==> src/rtl/lsbsd_pkg.sv <==
`timescale 1ns / 1ps
// Shared types and constants for the LSB stego stream decoder.
// Used by the channel interfaces and the top level; depends on nothing.
package lsbsd_pkg;

    // Default geometry
    localparam int HEADER_BYTES_DEF    = 54;
    localparam int MAX_MAGIC_CHARS_DEF = 8;

    // Fixed field widths
    localparam int PIX_W      = 8;
    localparam int CHAR_W     = 8;
    localparam int WORD_W     = 32;
    localparam int BITCNT_W   = 5;
    localparam int MIDX_W     = 4;
    localparam int MLEN_W     = 4;
    localparam int PATTERN_W  = 64;
    localparam int CFG_IDX_W  = 2;
    localparam int CFG_DATA_W = 64;

    // Configuration register indexes and reset values
    localparam logic [CFG_IDX_W-1:0] CFG_MAGIC_PATTERN = 2'd0;
    localparam logic [CFG_IDX_W-1:0] CFG_MAGIC_LENGTH  = 2'd1;
    localparam logic [PATTERN_W-1:0] MAGIC_PATTERN_RST = 64'd9002;
    localparam logic [MLEN_W-1:0]    MAGIC_LENGTH_RST  = 4'd2;

    // Decode phase
    typedef enum logic [2:0] {
        PH_HEADER = 3'd0,
        PH_MAGIC  = 3'd1,
        PH_EXTLEN = 3'd2,
        PH_EXTCHR = 3'd3,
        PH_SIZE   = 3'd4,
        PH_DATA   = 3'd5,
        PH_DONE   = 3'd6
    } t_phase;

    // Result kind
    typedef enum logic [2:0] {
        KIND_MAGIC_OK  = 3'd0,
        KIND_MAGIC_BAD = 3'd1,
        KIND_EXT_LEN   = 3'd2,
        KIND_EXT_CHAR  = 3'd3,
        KIND_DATA_SIZE = 3'd4,
        KIND_DATA_BYTE = 3'd5
    } t_kind;

    // One result beat
    typedef struct packed {
        t_kind              kind;
        logic [WORD_W-1:0]  value;
        logic               last;
    } t_item;

endpackage

==> src/rtl/lsbsd_in_if.sv <==
`timescale 1ns / 1ps
// Image byte channel: valid/ready plus one file byte and its restart mark.
// Depends on lsbsd_pkg.
interface lsbsd_in_if;
    logic                        valid;
    logic                        ready;
    logic [lsbsd_pkg::PIX_W-1:0] pixel_byte;
    logic                        start_of_image;

    modport source (output valid, output pixel_byte, output start_of_image, input ready);
    modport sink   (input valid, input pixel_byte, input start_of_image, output ready);
endinterface

==> src/rtl/lsbsd_out_if.sv <==
`timescale 1ns / 1ps
// Decoded field channel: valid/ready plus kind, value and last flag.
// Depends on lsbsd_pkg.
interface lsbsd_out_if;
    logic                         valid;
    logic                         ready;
    logic [2:0]                   item_kind;
    logic [lsbsd_pkg::WORD_W-1:0] item_value;
    logic                         last;

    modport source (output valid, output item_kind, output item_value, output last,
                    input ready);
    modport sink   (input valid, input item_kind, input item_value, input last,
                    output ready);
endinterface

==> src/rtl/lsbsd_cfg_if.sv <==
`timescale 1ns / 1ps
// Configuration write channel: valid/ready plus register index and write data.
// Depends on lsbsd_pkg.
interface lsbsd_cfg_if;
    logic                             valid;
    logic                             ready;
    logic [lsbsd_pkg::CFG_IDX_W-1:0]  reg_index;
    logic [lsbsd_pkg::CFG_DATA_W-1:0] wr_data;

    modport source (output valid, output reg_index, output wr_data, input ready);
    modport sink   (input valid, input reg_index, input wr_data, output ready);
endinterface

==> src/rtl/lsb_stego_stream_decoder_top.sv <==
`timescale 1ns / 1ps
// LSB stego stream decoder top level: phase tracker, bit gatherer, output stage.
// Depends on lsbsd_pkg and the lsbsd_in_if, lsbsd_out_if and lsbsd_cfg_if interfaces.

// The decoder takes one image byte per clock while i_pix.ready is high and answers in
// the same pass: the byte's bit 0 is shifted into the field being gathered and, when
// that field completes, the result is registered in the output register (or in the
// skid stage behind it). The phase and shift state update on each accepted byte.
// A one-entry skid stage sits behind the output register, so i_pix.ready drops only
// when both hold an untaken result. Bytes during the header skip, inside a field and
// after the run has ended give no result. start_of_image restarts decoding at that
// byte. Configuration writes are always taken and act at once; write them while idle.
module lsb_stego_stream_decoder_top #(
    parameter int HEADER_BYTES    = lsbsd_pkg::HEADER_BYTES_DEF,
    parameter int MAX_MAGIC_CHARS = lsbsd_pkg::MAX_MAGIC_CHARS_DEF
) (
    input  logic        i_clk,
    input  logic        i_rst_n,
    lsbsd_in_if.sink    i_pix,
    lsbsd_out_if.source o_item,
    lsbsd_cfg_if.sink   i_cfg
);

    localparam int HDR_W = (HEADER_BYTES > 0) ? $clog2(HEADER_BYTES + 1) : 1;
    localparam int WW    = lsbsd_pkg::WORD_W;
    localparam int BCW   = lsbsd_pkg::BITCNT_W;
    localparam int MIW   = lsbsd_pkg::MIDX_W;

    // Configuration registers
    logic [lsbsd_pkg::PATTERN_W-1:0] r_pattern;
    logic [lsbsd_pkg::MLEN_W-1:0]    r_mlen;

    // Decode state
    lsbsd_pkg::t_phase r_phase, n_phase;
    logic [HDR_W-1:0]  r_hdr, n_hdr;
    logic [BCW-1:0]    r_bc, n_bc;
    logic [WW-1:0]     r_sw, n_sw;
    logic [WW-2:0]     r_rem, n_rem;
    logic [MIW-1:0]    r_midx, n_midx;
    logic              r_bad, n_bad;

    // Output stage
    logic              r_out_valid, r_skid_valid;
    lsbsd_pkg::t_item  r_out, r_skid;

    // Pass signals
    logic              acc, take, start, bit_in;
    lsbsd_pkg::t_phase c_phase, e_phase;
    logic [HDR_W-1:0]  c_hdr;
    logic [BCW-1:0]    c_bc, bc_inc;
    logic [WW-1:0]     c_sw, sw_sh;
    logic [WW-2:0]     c_rem, rem_dec, len_cnt;
    logic [MIW-1:0]    c_midx, midx_inc, n_eff;
    logic              c_bad, bad_new, hdr_skip, done8, done32, at_end, mismatch;
    logic [2:0]        k;
    logic [lsbsd_pkg::CHAR_W-1:0] want;
    logic              res_fire;
    lsbsd_pkg::t_item  res_item;

    // Handshakes
    assign i_cfg.ready = 1'b1;
    assign i_pix.ready = !r_skid_valid;
    assign acc         = i_pix.valid && i_pix.ready;
    assign take        = r_out_valid && o_item.ready;

    // Current state, cleared by a restart mark on this beat
    assign start   = i_pix.start_of_image;
    assign bit_in  = i_pix.pixel_byte[0];
    assign c_phase = start ? lsbsd_pkg::PH_HEADER : r_phase;
    assign c_hdr   = start ? '0 : r_hdr;
    assign c_bc    = start ? '0 : r_bc;
    assign c_sw    = start ? '0 : r_sw;
    assign c_rem   = start ? '0 : r_rem;
    assign c_midx  = start ? '0 : r_midx;
    assign c_bad   = start ? 1'b0 : r_bad;

    // Header skip falls into the magic phase on the same byte
    assign hdr_skip = (c_phase == lsbsd_pkg::PH_HEADER) && (c_hdr < HDR_W'(HEADER_BYTES));
    assign e_phase  = (c_phase == lsbsd_pkg::PH_HEADER) ? lsbsd_pkg::PH_MAGIC : c_phase;

    // Bit gatherer
    assign sw_sh   = {c_sw[WW-2:0], bit_in};
    assign bc_inc  = c_bc + BCW'(1);
    assign done8   = (bc_inc == BCW'(lsbsd_pkg::CHAR_W));
    assign done32  = (bc_inc == '0);
    assign rem_dec = c_rem - (WW-1)'(1);
    assign len_cnt = sw_sh[WW-1] ? '0 : sw_sh[WW-2:0];

    // Magic compare: character i of n sits in byte n-1-i of the pattern
    assign n_eff    = (r_mlen > MIW'(MAX_MAGIC_CHARS)) ? MIW'(MAX_MAGIC_CHARS) : r_mlen;
    assign at_end   = (c_midx >= n_eff);
    assign midx_inc = c_midx + MIW'(1);
    assign k        = 3'(n_eff - MIW'(1) - c_midx);
    assign want     = r_pattern[{k, 3'b000} +: lsbsd_pkg::CHAR_W];
    assign mismatch = (sw_sh[lsbsd_pkg::CHAR_W-1:0] != want);
    assign bad_new  = c_bad || mismatch;

    // Next decode state
    always_comb begin
        n_phase = c_phase;
        n_hdr   = c_hdr;
        n_bc    = c_bc;
        n_sw    = c_sw;
        n_rem   = c_rem;
        n_midx  = c_midx;
        n_bad   = c_bad;
        if (hdr_skip) begin
            n_hdr = c_hdr + HDR_W'(1);
        end else begin
            n_phase = e_phase;
            unique case (e_phase)
                lsbsd_pkg::PH_MAGIC: begin
                    if (at_end) begin
                        if (c_bad) begin
                            n_phase = lsbsd_pkg::PH_DONE;
                        end else begin
                            // this byte opens the extension length
                            n_phase = lsbsd_pkg::PH_EXTLEN;
                            n_sw    = sw_sh;
                            n_bc    = bc_inc;
                        end
                    end else begin
                        n_sw = done8 ? '0 : sw_sh;
                        n_bc = done8 ? '0 : bc_inc;
                        if (done8) begin
                            n_midx = midx_inc;
                            n_bad  = bad_new;
                            if (midx_inc >= n_eff) begin
                                n_phase = bad_new ? lsbsd_pkg::PH_DONE : lsbsd_pkg::PH_EXTLEN;
                            end
                        end
                    end
                end
                lsbsd_pkg::PH_EXTLEN: begin
                    n_sw = done32 ? '0 : sw_sh;
                    n_bc = done32 ? '0 : bc_inc;
                    if (done32) begin
                        n_rem   = len_cnt;
                        n_phase = (len_cnt != '0) ? lsbsd_pkg::PH_EXTCHR : lsbsd_pkg::PH_SIZE;
                    end
                end
                lsbsd_pkg::PH_EXTCHR: begin
                    n_sw = done8 ? '0 : sw_sh;
                    n_bc = done8 ? '0 : bc_inc;
                    if (done8) begin
                        n_rem = rem_dec;
                        if (rem_dec == '0) begin
                            n_phase = lsbsd_pkg::PH_SIZE;
                        end
                    end
                end
                lsbsd_pkg::PH_SIZE: begin
                    n_sw = done32 ? '0 : sw_sh;
                    n_bc = done32 ? '0 : bc_inc;
                    if (done32) begin
                        n_rem   = len_cnt;
                        n_phase = (len_cnt != '0) ? lsbsd_pkg::PH_DATA : lsbsd_pkg::PH_DONE;
                    end
                end
                lsbsd_pkg::PH_DATA: begin
                    n_sw = done8 ? '0 : sw_sh;
                    n_bc = done8 ? '0 : bc_inc;
                    if (done8) begin
                        n_rem = rem_dec;
                        if (rem_dec == '0) begin
                            n_phase = lsbsd_pkg::PH_DONE;
                        end
                    end
                end
                default: begin
                    n_phase = lsbsd_pkg::PH_DONE;
                end
            endcase
        end
    end

    // Result of this beat
    always_comb begin
        res_fire       = 1'b0;
        res_item.kind  = lsbsd_pkg::KIND_MAGIC_OK;
        res_item.value = '0;
        res_item.last  = 1'b0;
        if (!hdr_skip) begin
            unique case (e_phase)
                lsbsd_pkg::PH_MAGIC: begin
                    if (at_end) begin
                        res_fire      = 1'b1;
                        res_item.kind = c_bad ? lsbsd_pkg::KIND_MAGIC_BAD
                                              : lsbsd_pkg::KIND_MAGIC_OK;
                        res_item.last = c_bad;
                    end else if (done8 && (midx_inc >= n_eff)) begin
                        res_fire      = 1'b1;
                        res_item.kind = bad_new ? lsbsd_pkg::KIND_MAGIC_BAD
                                                : lsbsd_pkg::KIND_MAGIC_OK;
                        res_item.last = bad_new;
                    end
                end
                lsbsd_pkg::PH_EXTLEN: begin
                    res_fire       = done32;
                    res_item.kind  = lsbsd_pkg::KIND_EXT_LEN;
                    res_item.value = sw_sh;
                end
                lsbsd_pkg::PH_EXTCHR: begin
                    res_fire       = done8;
                    res_item.kind  = lsbsd_pkg::KIND_EXT_CHAR;
                    res_item.value = WW'(sw_sh[lsbsd_pkg::CHAR_W-1:0]);
                end
                lsbsd_pkg::PH_SIZE: begin
                    res_fire       = done32;
                    res_item.kind  = lsbsd_pkg::KIND_DATA_SIZE;
                    res_item.value = sw_sh;
                    res_item.last  = (len_cnt == '0);
                end
                lsbsd_pkg::PH_DATA: begin
                    res_fire       = done8;
                    res_item.kind  = lsbsd_pkg::KIND_DATA_BYTE;
                    res_item.value = WW'(sw_sh[lsbsd_pkg::CHAR_W-1:0]);
                    res_item.last  = (rem_dec == '0);
                end
                default: begin
                    res_fire = 1'b0;
                end
            endcase
        end
    end

    // Configuration registers
    always_ff @(posedge i_clk) begin
        if (!i_rst_n) begin
            r_pattern <= lsbsd_pkg::MAGIC_PATTERN_RST;
            r_mlen    <= lsbsd_pkg::MAGIC_LENGTH_RST;
        end else if (i_cfg.valid) begin
            if (i_cfg.reg_index == lsbsd_pkg::CFG_MAGIC_PATTERN) begin
                r_pattern <= i_cfg.wr_data;
            end
            if (i_cfg.reg_index == lsbsd_pkg::CFG_MAGIC_LENGTH) begin
                r_mlen <= i_cfg.wr_data[lsbsd_pkg::MLEN_W-1:0];
            end
        end
    end

    // Advance decode state on each accepted beat
    always_ff @(posedge i_clk) begin
        if (!i_rst_n) begin
            r_phase <= lsbsd_pkg::PH_HEADER;
            r_hdr   <= '0;
            r_bc    <= '0;
            r_sw    <= '0;
            r_rem   <= '0;
            r_midx  <= '0;
            r_bad   <= 1'b0;
        end else if (acc) begin
            r_phase <= n_phase;
            r_hdr   <= n_hdr;
            r_bc    <= n_bc;
            r_sw    <= n_sw;
            r_rem   <= n_rem;
            r_midx  <= n_midx;
            r_bad   <= n_bad;
        end
    end

    // Output register and skid stage: valid bits
    always_ff @(posedge i_clk) begin
        if (!i_rst_n) begin
            r_out_valid  <= 1'b0;
            r_skid_valid <= 1'b0;
        end else if (!r_out_valid || take) begin
            r_out_valid  <= r_skid_valid || (acc && res_fire);
            r_skid_valid <= 1'b0;
        end else if (acc && res_fire) begin
            r_skid_valid <= 1'b1;
        end
    end

    // Output register and skid stage: payload
    always_ff @(posedge i_clk) begin
        if (!r_out_valid || take) begin
            r_out <= r_skid_valid ? r_skid : res_item;
        end else if (acc && res_fire) begin
            r_skid <= res_item;
        end
    end

    assign o_item.valid      = r_out_valid;
    assign o_item.item_kind  = r_out.kind;
    assign o_item.item_value = r_out.value;
    assign o_item.last       = r_out.last;

    // Skid stage fills only behind a held output register
    a_skid_behind_out: assert property (@(posedge i_clk) disable iff (!i_rst_n)
        r_skid_valid |-> r_out_valid)
        else $error("skid stage holds a beat while output register is empty");

    // A finished run stays silent until the next restart
    a_done_silent: assert property (@(posedge i_clk) disable iff (!i_rst_n)
        (acc && !start && r_phase == lsbsd_pkg::PH_DONE) |-> !res_fire)
        else $error("result produced after the run ended");

    // Character fields never gather more than eight bits
    a_char_bits: assert property (@(posedge i_clk) disable iff (!i_rst_n)
        (r_phase == lsbsd_pkg::PH_EXTCHR || r_phase == lsbsd_pkg::PH_DATA)
        |-> (r_bc < BCW'(lsbsd_pkg::CHAR_W)))
        else $error("bit count overran a character field");

    // Magic index stays within the maximum magic length
    a_midx_range: assert property (@(posedge i_clk) disable iff (!i_rst_n)
        r_midx <= MIW'(MAX_MAGIC_CHARS))
        else $error("magic index beyond maximum magic length");

endmodule
==> src/flat_wrapper.sv <==
// flat-port wrapper written by rule: the top's interface ports become plain ports
module lsb_stego_stream_decoder_top_flat 
#(
    parameter int HEADER_BYTES    = lsbsd_pkg::HEADER_BYTES_DEF,
    parameter int MAX_MAGIC_CHARS = lsbsd_pkg::MAX_MAGIC_CHARS_DEF
)
  (i_clk, i_rst_n, i_pix_valid, i_pix_pixel_byte, i_pix_start_of_image, i_pix_ready, o_item_valid, o_item_item_kind, o_item_item_value, o_item_last, o_item_ready, i_cfg_valid, i_cfg_reg_index, i_cfg_wr_data, i_cfg_ready);
  lsbsd_in_if i_pix_i ();
  lsbsd_out_if o_item_i ();
  lsbsd_cfg_if i_cfg_i ();
  input  logic i_clk;
  input  logic i_rst_n;
  input wire logic [$bits(i_pix_i.valid)-1:0] i_pix_valid;
  input wire logic [$bits(i_pix_i.pixel_byte)-1:0] i_pix_pixel_byte;
  input wire logic [$bits(i_pix_i.start_of_image)-1:0] i_pix_start_of_image;
  output wire logic [$bits(i_pix_i.ready)-1:0] i_pix_ready;
  output wire logic [$bits(o_item_i.valid)-1:0] o_item_valid;
  output wire logic [$bits(o_item_i.item_kind)-1:0] o_item_item_kind;
  output wire logic [$bits(o_item_i.item_value)-1:0] o_item_item_value;
  output wire logic [$bits(o_item_i.last)-1:0] o_item_last;
  input wire logic [$bits(o_item_i.ready)-1:0] o_item_ready;
  input wire logic [$bits(i_cfg_i.valid)-1:0] i_cfg_valid;
  input wire logic [$bits(i_cfg_i.reg_index)-1:0] i_cfg_reg_index;
  input wire logic [$bits(i_cfg_i.wr_data)-1:0] i_cfg_wr_data;
  output wire logic [$bits(i_cfg_i.ready)-1:0] i_cfg_ready;
  assign i_pix_i.valid = i_pix_valid;
  assign i_pix_i.pixel_byte = i_pix_pixel_byte;
  assign i_pix_i.start_of_image = i_pix_start_of_image;
  assign i_pix_ready = i_pix_i.ready;
  assign o_item_valid = o_item_i.valid;
  assign o_item_item_kind = o_item_i.item_kind;
  assign o_item_item_value = o_item_i.item_value;
  assign o_item_last = o_item_i.last;
  assign o_item_i.ready = o_item_ready;
  assign i_cfg_i.valid = i_cfg_valid;
  assign i_cfg_i.reg_index = i_cfg_reg_index;
  assign i_cfg_i.wr_data = i_cfg_wr_data;
  assign i_cfg_ready = i_cfg_i.ready;
  lsb_stego_stream_decoder_top #(.HEADER_BYTES(HEADER_BYTES), .MAX_MAGIC_CHARS(MAX_MAGIC_CHARS)) u_core (.i_clk(i_clk), .i_rst_n(i_rst_n), .i_pix(i_pix_i), .o_item(o_item_i), .i_cfg(i_cfg_i));
endmodule
==> config.mk <==
export PLATFORM = sky130hd
export DESIGN_NAME = lsb_stego_stream_decoder_top_flat
export DESIGN_NICKNAME = d
export VERILOG_FILES = /design/src/rtl/lsbsd_pkg.sv /design/src/rtl/lsbsd_in_if.sv /design/src/rtl/lsbsd_out_if.sv /design/src/rtl/lsbsd_cfg_if.sv /design/src/rtl/lsb_stego_stream_decoder_top.sv /design/src/flat_wrapper.sv
export SDC_FILE = /design/constraint.sdc
export NUM_CORES = 1
export LEC_CHECK = 0
export BUFFER_PORTS_ARGS = -buffer_cell sky130_fd_sc_hd__clkbuf_2
export CAP_MARGIN = 20
export CORE_ASPECT_RATIO = 0.9
export CORE_UTILIZATION = 55
export DETAILED_ROUTE_END_ITERATION = 10
export HOLD_SLACK_MARGIN = 0.02
export PLACE_DENSITY_LB_ADDON = 0.08
export REMOVE_ABC_BUFFERS = 1
export SETUP_SLACK_MARGIN = 0.3
export SYNTH_ARGS = -nofsm -noshare
export SYNTH_HDL_FRONTEND = slang
export SYNTH_SLANG_ARGS = --single-unit
==> constraint.sdc <==
create_clock -name i_clk -period 7.35 [get_ports i_clk]
set_input_delay 0.3675 -clock i_clk [delete_from_list [all_inputs] [get_ports i_clk]]
set_output_delay 0.3675 -clock i_clk [all_outputs]
set_load 0.02 [all_outputs]
==> impl_metrics.toml <==
[timing]
period_share = 0.618
drv_slew = 0
setup_violations = 0
hold_slack_ns = 0.0526
setup_tns_ns = 0
period_needed_ns = 4.54
worst_slew_pin_slew_ns = 0.983
fmax_mhz = 220
rsz0062_at_grt = "no"
hold_violations = 0
maxSlewHeadroom = 0.340
clock_skew_ns = 0.0139

[placement]
io_buffers = 110
place_hpwl_um = 21500
routabilityCongestion = 0.948

[clock_tree]
postCtsHoldBufs = 0
htree_num_levels = 1
clk_pin_slew_ns = 0.06
cts_resized = 0
root_buffer = "clkbuf_16"
clk_latency_ns = 0.53
cts_buffer_depth = 3
cts_made_buffers = 25
clock-sinks = 223
post-cts-setup-buffer-count = 0
cts_tree = "yes"

[worst_setup_path]
startpoint_type = "register"
cp_max_fo = 28
crit_required_ns = 7.54
critPathKind = "reg -> reg"
crit_path_end_kind = "register"
worstPathArrival_ns = 4.73

[die]
start_util = 0.560
die_width_um = 155
die_area_um2 = 21700
coreArea_um2 = 20800
io_pins = 119
die_h_um = 140
rows = 50

[routing]
drc = 0
first_iter_violations = 1141
detail-route-antenna-nets = 0
wl_per_cell_um = 18.8
vias_per_cell = 6.15
vias = 10299
routed_wl_um = 31500
drtPass1Iterations = 6

[grt]
grt_first_pass_wirelength_um = 51000
antenna_found_initial = 0
grt_pass1_vias = 9376
grt_util_all_layers = 0.292
grt_max_degree = 79
overflow = 0

[synth]
synth_top_cell_by_area = "dfxtp_1"
yosys_warnings = 0
ys_top_cells_by_area = "dfxtp_1 26%, edfxtp_1 19%, nand2_1 7.1%"
ys_types = 87
ys.flop_type = "dfxtp_1"
synth_top_area_frac = 0.260
syn_inst = 1309
synth-seq-cells = 223
synth.avg_cell_area_um2 = 8.89
synth-edff-count = 72
syn_area_um2 = 11600
async_flop_share = 0
ys_seq_area_frac = 0.446

[power]
switchingPower_uw = 659
power.internal_uw = 2160
seqPwrFrac = 0.460
power.density_nw_per_um2 = 214
p_clk_frac = 0.460
p_leak_uw = 0.00511
switching_share = 0.234
vdd_ir_drop_max_mv = 0.195
power_frac_comb = 0.080

[worst_hold_path]
hp-class = "in -> reg"

[job]
cap_violations = 0

[cells_and_area]
post-route-util = 0.634
n_antenna_cell = 0
syn2layout_area_growth_pct = 13.2
nets = 1466
drive_gt1_frac = 0.168

[outcome]
status = "finished clean"
[through the flow]
step	power (uW)	cells	worst slack, ns	instance area [um2]
floorplan	1460	1215	2.54	11200
CTS	2820	1673	3.00	13200
global placement	1540	1628	2.64	12300
detailed placement	1540	1628	2.65	12300
finish	2820	1674	2.81	13200
global route	2900	1674	2.69	13200
[per-layer routing]
metal  vias to the layer above  track usage  wire [um]
li1                       4893            -          -
met4                         0       0.0697        521
met1                      4908        0.449      14700
met5                         -            0          0
met3                        54       0.0560       2880
met2                       444        0.418      13300
[cells in the final DEF, fill, tap and decap left out, types with 9 or more instances in the layout]
master and count:
mux2i_1 16, inv_1 23, a22o_1 9, nand2_1 219
a31oi_1 11, clkbuf_16 25, nor4_1 20, nand4_1 14
clkbuf_2 109, mux2_2 22, and2_1 27, o21ai_0 47
o31ai_1 16, nor3_1 20, nor2_1 120, xnor2_1 15
mux4_2 16, buf_4 18, a22oi_1 42, a21o_1 15
o21ai_1 12, edfxtp_1 72, dfxtp_1 151, nand3_1 27
nor2b_1 19, ha_1 15, a21oi_1 109
[final timing paths]
check	startpoint	to	slack (ns)	depth (start not counted)
worst max-delay path	u_core.r_bc[0]	u_core.r_skid[29]	2.81	11
worst min-delay path	i_cfg_wr_data[8]	u_core.r_pattern[8]	0.05	3
worst max register to register	u_core.r_bc[0]	u_core.r_skid[29]	2.81	11
worst min register to register	u_core.r_pattern[14]	u_core.r_pattern[14]	0.45	2
[kinds of logic after synthesis]
family | synth area share
DFF | 0.446
and+or+nand+nor | 0.216
AOI/OAI and AO/OA | 0.193
muxes | 0.0673
xor gates and xnor gates | 0.0173
adders and majority gates | 0.0178
buffers and inverters | 0.0422
other | 0.000322
[synthesized netlist by cell type (all sizes together) (6+ instances only)]
cell type / number
nand2: 219
dfxtp: 151
nor2: 121
a21oi: 109
edfxtp: 72
clkbuf: 70
o21ai: 59
a22oi: 42
nand3: 28
and2: 27
inv: 26
nor4: 26
buf: 24
mux2: 23
nor3: 23
nor2b: 19
mux2i: 16
mux4: 16
o31ai: 16
a21o: 15
ha: 15
nand4: 15
xnor2: 15
a31oi: 11
a22o: 9
o221ai: 8
xor2: 8
a211oi: 7
nand2b: 7
or4: 7
a32oi: 6
o22ai: 6
or3: 6
[worst max-delay path, stage by stage, from the launching register on]
cell     delay (ns)
dfxtp_1        0.37
inv_1          0.07
nor2_1         0.11
ha_1           0.26
nand2_1        0.10
or3_1          0.36
nor3_1         0.58
nand3_1        0.69
o21ai_1        0.53
o21ai_0        0.26
nor2_2         0.43
buf_4          0.44
[registers in the layout, summed over array words and instances, names as in the netlist]
signal	flops
u_core.r_skid_valid	1
u_core.o_item.item_value	32
u_core.o_item.item_kind	3
u_core.r_skid	36
u_core.r_sw	31
u_core.o_item.valid	1
u_core.o_item.last	1
u_core.r_rem	31
u_core.r_bc	5
u_core.r_mlen	4
u_core.r_pattern	64
u_core.r_hdr	6
u_core.r_bad	1
u_core.r_midx	4
u_core.r_phase	3
[final cells by class]
| type | instances | area [um2] |
|---|---|---|
| clock inverters | 10 | 141 |
| fillers | 1832 | 7600 |
| well taps | 286 | 358 |
| clock buffers | 35 | 723 |
| inverters | 27 | 103 |
| multi-input cells | 965 | 5980 |
| flip-flops and latches | 223 | 5180 |
| repair buffers | 128 | 686 |
[power by group through the flow]
stage	Sequential [uW]	Clock [uW]	Combinational [uW]
3_5_place_dp	1320	0	223
2_1_floorplan	1320	0	138
3_3_place_gp	1320	0	220
4_1_cts	1290	1310	224
5_1_grt	1300	1360	249
6_report	1290	1290	226
Note: power is estimated with default switching activity, not from simulation.
